==> src/sv/w2s_pkg.sv <==
package w2s_pkg;

    localparam int FRAC_BITS_DEF = 16;
    localparam int NX_CAP_BITS   = 25;
    localparam int COORD_W       = 32;
    localparam int DOT_W         = 64;
    localparam int CFG_W         = 64;
    localparam int CFG_IDX_W     = 3;
    localparam int DIM_W         = 14;
    localparam int MAX_DIM       = 8192;
    localparam int BEHIND_SCALE  = 100000;

    // Clip values whose scaled form still fits in 32 bits.
    localparam logic signed [DOT_W-1:0] BEHIND_HI = 64'sd21474;
    localparam logic signed [DOT_W-1:0] BEHIND_LO = -64'sd21474;

    localparam logic [COORD_W-1:0] SAT_POS = 32'h7fff_ffff;
    localparam logic [COORD_W-1:0] SAT_NEG = 32'h8000_0000;

    typedef enum logic [CFG_IDX_W-1:0] {
        REG_ROW0_A   = 3'd0,
        REG_ROW0_B   = 3'd1,
        REG_ROW1_A   = 3'd2,
        REG_ROW1_B   = 3'd3,
        REG_ROW3_A   = 3'd4,
        REG_ROW3_B   = 3'd5,
        REG_WIDTH    = 3'd6,
        REG_HEIGHT   = 3'd7
    } cfg_idx_t;

    typedef struct packed {
        logic visible;
        logic neg_x;
        logic neg_y;
        logic cap_x;
        logic cap_y;
    } div_flags_t;

endpackage

==> src/sv/w2s_pixel.sv <==
module w2s_pixel #(
    parameter int FRAC_BITS = w2s_pkg::FRAC_BITS_DEF
) (
    input  logic                                             clk,
    input  logic                                             rst_n,
    input  logic                                             en,
    input  logic                                             in_valid,
    input  w2s_pkg::div_flags_t                              flags,
    input  logic [w2s_pkg::NX_CAP_BITS+FRAC_BITS-1:0]        qx,
    input  logic [w2s_pkg::NX_CAP_BITS+FRAC_BITS-1:0]        qy,
    input  logic [w2s_pkg::COORD_W-1:0]                      bx,
    input  logic [w2s_pkg::COORD_W-1:0]                      by,
    input  logic [w2s_pkg::DIM_W-1:0]                        screen_width,
    input  logic [w2s_pkg::DIM_W-1:0]                        screen_height,
    output logic                                             out_valid,
    output logic [w2s_pkg::COORD_W-1:0]                      sx,
    output logic [w2s_pkg::COORD_W-1:0]                      sy,
    output logic                                             vis
);
    import w2s_pkg::*;

    localparam int K  = NX_CAP_BITS + FRAC_BITS;
    localparam int QW = K + 1;
    localparam int MW = QW + DIM_W;
    localparam int VW = MW + 3;
    localparam logic signed [VW-1:0] HALF  = VW'(1) << FRAC_BITS;
    localparam logic signed [VW-1:0] S_MAX = (VW'(1) << 31) - VW'(1);
    localparam logic signed [VW-1:0] S_MIN = -S_MAX - VW'(1);

    logic [QW-1:0]      qmx;
    logic [QW-1:0]      qmy;
    logic [DIM_W-1:0]   wd;
    logic [DIM_W-1:0]   hd;
    logic [MW-1:0]      mx_reg;
    logic [MW-1:0]      my_reg;
    logic [DIM_W-1:0]   wd_reg;
    logic [DIM_W-1:0]   hd_reg;
    div_flags_t         fl_reg;
    logic [COORD_W-1:0] bx_reg;
    logic [COORD_W-1:0] by_reg;
    logic               v_reg;

    logic signed [VW-1:0] mxs;
    logic signed [VW-1:0] mys;
    logic signed [VW-1:0] vx;
    logic signed [VW-1:0] vy;
    logic signed [VW-1:0] hx;
    logic signed [VW-1:0] hy;

    always_comb
    begin
        qmx = flags.cap_x ? (QW'(1) << K) : {1'b0, qx};
        qmy = flags.cap_y ? (QW'(1) << K) : {1'b0, qy};
        wd  = (screen_width  > DIM_W'(MAX_DIM)) ? DIM_W'(MAX_DIM) : screen_width;
        hd  = (screen_height > DIM_W'(MAX_DIM)) ? DIM_W'(MAX_DIM) : screen_height;
    end

    always_ff @(posedge clk)
    begin
        if (en)
        begin
            mx_reg <= MW'(qmx) * MW'(wd);
            my_reg <= MW'(qmy) * MW'(hd);
            wd_reg <= wd;
            hd_reg <= hd;
            fl_reg <= flags;
            bx_reg <= bx;
            by_reg <= by;
        end
    end

    always_ff @(posedge clk or negedge rst_n)
    begin
        if (!rst_n)
            v_reg <= 1'b0;
        else if (en)
            v_reg <= in_valid;
    end

    always_comb
    begin
        mxs = $signed(VW'(mx_reg));
        mys = $signed(VW'(my_reg));
        vx  = ($signed(VW'(wd_reg >> 1)) <<< (FRAC_BITS + 1))
            + (fl_reg.neg_x ? -mxs : mxs) + HALF;
        vy  = ($signed(VW'(hd_reg >> 1)) <<< (FRAC_BITS + 1))
            - ((fl_reg.neg_y ? -mys : mys) + HALF);
        hx  = vx >>> 1;
        hy  = vy >>> 1;
        priority if (!fl_reg.visible)
            sx = bx_reg;
        else if (hx > S_MAX)
            sx = SAT_POS;
        else if (hx < S_MIN)
            sx = SAT_NEG;
        else
            sx = hx[COORD_W-1:0];
        priority if (!fl_reg.visible)
            sy = by_reg;
        else if (hy > S_MAX)
            sy = SAT_POS;
        else if (hy < S_MIN)
            sy = SAT_NEG;
        else
            sy = hy[COORD_W-1:0];
    end

    assign vis       = fl_reg.visible;
    assign out_valid = v_reg;

endmodule

==> config.mk <==
export PLATFORM = sky130hd
export DESIGN_NAME = w2s_pixel
export DESIGN_NICKNAME = d
export VERILOG_FILES = /design/src/sv/w2s_pkg.sv /design/src/sv/w2s_pixel.sv
export SDC_FILE = /design/constraint.sdc
export NUM_CORES = 2
export LEC_CHECK = 0
export ABC_AREA = 1
export BUFFER_PORTS_ARGS = -buffer_cell sky130_fd_sc_hd__buf_2
export CORE_MARGIN = 4
export CORE_UTILIZATION = 60
export CTS_CLUSTER_SIZE = 8
export DETAILED_ROUTE_END_ITERATION = 8
export PLACE_DENSITY_LB_ADDON = 0.15
export SLEW_MARGIN = 5
export SYNTH_ARGS = -nofsm -noshare
export SYNTH_HDL_FRONTEND = slang
export SYNTH_SLANG_ARGS = --single-unit
==> constraint.sdc <==
create_clock -name clk -period 13.1 [get_ports clk]
set_clock_uncertainty 0.15 [all_clocks]
set_input_delay 1.965 -clock clk [delete_from_list [all_inputs] [get_ports clk]]
set_output_delay 1.965 -clock clk [all_outputs]
set_load 0.05 [all_outputs]
==> impl_metrics.ini <==
[clock_network]
cts-root-buf = clkbuf_16
insertion_delay_ns = 0.56
cts_buffer_depth = 3
cts_made_buffers = 30
clk_pin_slew_ns = 0.05
cts_sinks = 206
ctsHoldBuffers = 0
cts_resized = 0
cts_setup_buffers = 0
tritoncts = built
htree_levels = 1

[timing]
fmax_ghz = 0.1002
finalMaxSlewViolations = 0
worst_slew_pin_slew_ns = 1.080
rsz0062_at_grt = no
min_period_over_period = 0.7615
min_period_ns = 9.976
setup_tns_ns = 0
final-hold-violation-count = 0
slew_headroom = 0.2758
setup_viol = 0

[die]
io_pins = 249
core_sq_um = 88650
die_area_sq_um = 94400
fp.dieW_um = 307.2
row_count = 109
start_util = 0.6061
die_h_um = 307.2

[synth]
synth_cells = 7148
synth_cell_types = 54
syn_nets = 8597
yosysSeqAreaShare = 0.1150
synth_seq_cells = 206
syn_area_sq_um = 53730
syn_avg_cell_area_sq_um = 7.516
ys_warn_count = 0

[power_and_ir_drop]
p_leak_nw = 29.00
ir_drop_mv = 0.1423
power_density_nw_per_um2 = 141.0
finalPower_mw = 8.020

[global_routing]
grt_overflow = 0
grt_pass1_vias = 47880
grt_first_pass_wirelength_um = 261000
antenna_found_initial = 2
grt_max_degree = 72
grt_usage = 0.3506

[layout]
multiInputGateArea_sq_um = 41190
register_area_sq_um = 6181
diodes = 0
syn_to_final_growth_pct = 5.843
drive_gt1_frac = 0.05849
final_util = 0.6415
layout.nets = 8752
num-fill-cells = 8041
fin_cells = 8483

[setup_path]
crit_arrival_ns = 10.20
crit_slowest_cell = inv_2
cp.required_ns = 13.32
end_kind = register
cp-start-kind = input pin
path_class = input pin to register
cpMostUsedCell = nand2_1
max_stage_delay_ns = 0.78
cp_max_fo = 39

[route]
remaining_drc_errors = 0
drt-pass1-iter-count = 6
via_count = 47860
wl_per_cell_um = 19.33
routed_wl_um = 163900
ant_nets = 0
vias_per_cell = 5.642
dr.first_iter.drc_count = 4601

[placed_design]
placed_cells = 8436
portBuffers = 248
gp_congestion = 1.000
hpwl_um = 136100

[job]
drv_cap = 0

[hold_path]
hp-class = register to register

[outcome]
outcome = finished, final reports clean
[cells in the mapped netlist (all sizes together)]
| cell type | count | area (sq um) |
|---|---|---|
| nand4 | 59 | 369.1 |
| o311ai | 1 | 8.760 |
| o211a | 1 | 10.01 |
| mux2 | 1 | 11.26 |
| o211ai | 11 | 82.58 |
| buf | 36 | 269.0 |
| and3 | 9 | 56.30 |
| and2 | 3 | 18.77 |
| fa | 953 | 19080 |
| nor2 | 953 | 3756 |
| clkbuf | 127 | 476.7 |
| inv | 1456 | 5465 |
| a31oi | 62 | 387.9 |
| o21a | 16 | 120.1 |
| o41ai | 1 | 8.760 |
| nand3b | 26 | 195.2 |
| a21o | 9 | 67.56 |
| a21oi | 263 | 1316 |
| nand2 | 1931 | 7358 |
| dfrtp | 1 | 25.02 |
| ha | 313 | 3916 |
| nor4 | 18 | 112.6 |
| o21ai | 150 | 765.7 |
| xor2 | 136 | 1191 |
| a21boi | 6 | 45.04 |
| clkinv | 46 | 172.7 |
| nand3 | 173 | 903.4 |
| a311oi | 1 | 8.760 |
| o21bai | 9 | 71.32 |
| a221oi | 2 | 17.52 |
| o2111ai | 6 | 52.55 |
| o221ai | 4 | 35.03 |
| a211oi | 5 | 37.54 |
| xnor2 | 91 | 797.0 |
| nor3 | 51 | 265.3 |
| edfxtp | 205 | 6156 |
| o31ai | 13 | 97.59 |
[where the power goes]
group | internal [mW] | switching [mW]
logic | 1.97 | 4.14
clock network | 0.444 | 0.282
registers | 1.01 | 0.178
[critical path: cells and delay by family]
kind / cells / cell delay [ns]
XOR/XNOR: 1 / 0.24
AO/OA/AOI/OAI: 4 / 1.24
buffers and inverters: 6 / 1.10
AND/OR/NAND/NOR: 14 / 2.21
adder cells (fa/ha/maj): 7 / 3.41
[path summary, 6_finish.rpt]
check / start / to / slack, ns / cells past startpoint
min reg2reg: out_valid$_DFFE_PN0P_ / out_valid$_DFFE_PN0P_ / 0.38 / 1
max in group asynchronous: rst_n / out_valid$_DFFE_PN0P_ / 11.70 / 1
max reg2reg: out_valid$_DFFE_PN0P_ / out_valid$_DFFE_PN0P_ / 12.19 / 1
min in group asynchronous: rst_n / out_valid$_DFFE_PN0P_ / 1.02 / 1
max: screen_height[7] / my_reg[43]$_DFFE_PP_ / 3.12 / 32
min: out_valid$_DFFE_PN0P_ / out_valid$_DFFE_PN0P_ / 0.38 / 1
[kinds of logic (layout without fill, tap and decap cells)]
group                    count (synthesis)  count (layout)  synth area share
AND/OR/NAND/NOR                       3223            3223            0.2426
buffers and inverters                 1665            1835            0.1188
adder cells (fa/ha/maj)               1266            1266            0.4280
AO/OA/AOI/OAI                          560             560           0.05831
XOR/XNOR                               227             227           0.03700
flip-flops                             206             206            0.1150
multiplexers                             1               1         0.0002096
[cell usage in the layout (no fill, tap or decap), types with 62 or more instances in the layout]
cell	count
a21oi_1	263
a31oi_1	62
buf_2	247
edfxtp_1	205
fa_1	953
ha_1	313
inv_1	1436
nand2_1	1895
nand3_1	167
nor2_1	910
o21ai_0	144
xnor2_1	91
xor2_1	136
[stage by stage]
step | setup slack, ns | hold slack [ns] | cell area (sq um)
global placement | 3.012 | 0.3360 | 56000
detailed placement | 2.731 | 0.3827 | 56000
finish | 3.124 | 0.3797 | 56870
CTS | 3.287 | 0.3942 | 56870
global route | 2.650 | 0.4170 | 56870
floorplan | 4.138 | 0.7170 | 53730
[area by class of cell]
class                   instances  area share
repair buffers                286     0.02700
flip-flops and latches        206      0.1087
well taps                    1165     0.02563
clock buffers                  44     0.01450
multi-input cells            5277      0.7244
inverters                    1502     0.09914
clock inverters                 3   0.0006601
[metal layers]
layer,vias up,global-route usage,part of all wire,wire [um]
li1,21850,-,-,-
met1,23130,0.5164,0.43,70080
met2,2486,0.5311,0.43,70520
met3,391,0.07118,0.11,17850
met4,0,0.1005,0.034,5495
met5,-,0,0,0
Power figures use the tool's default switching activity.
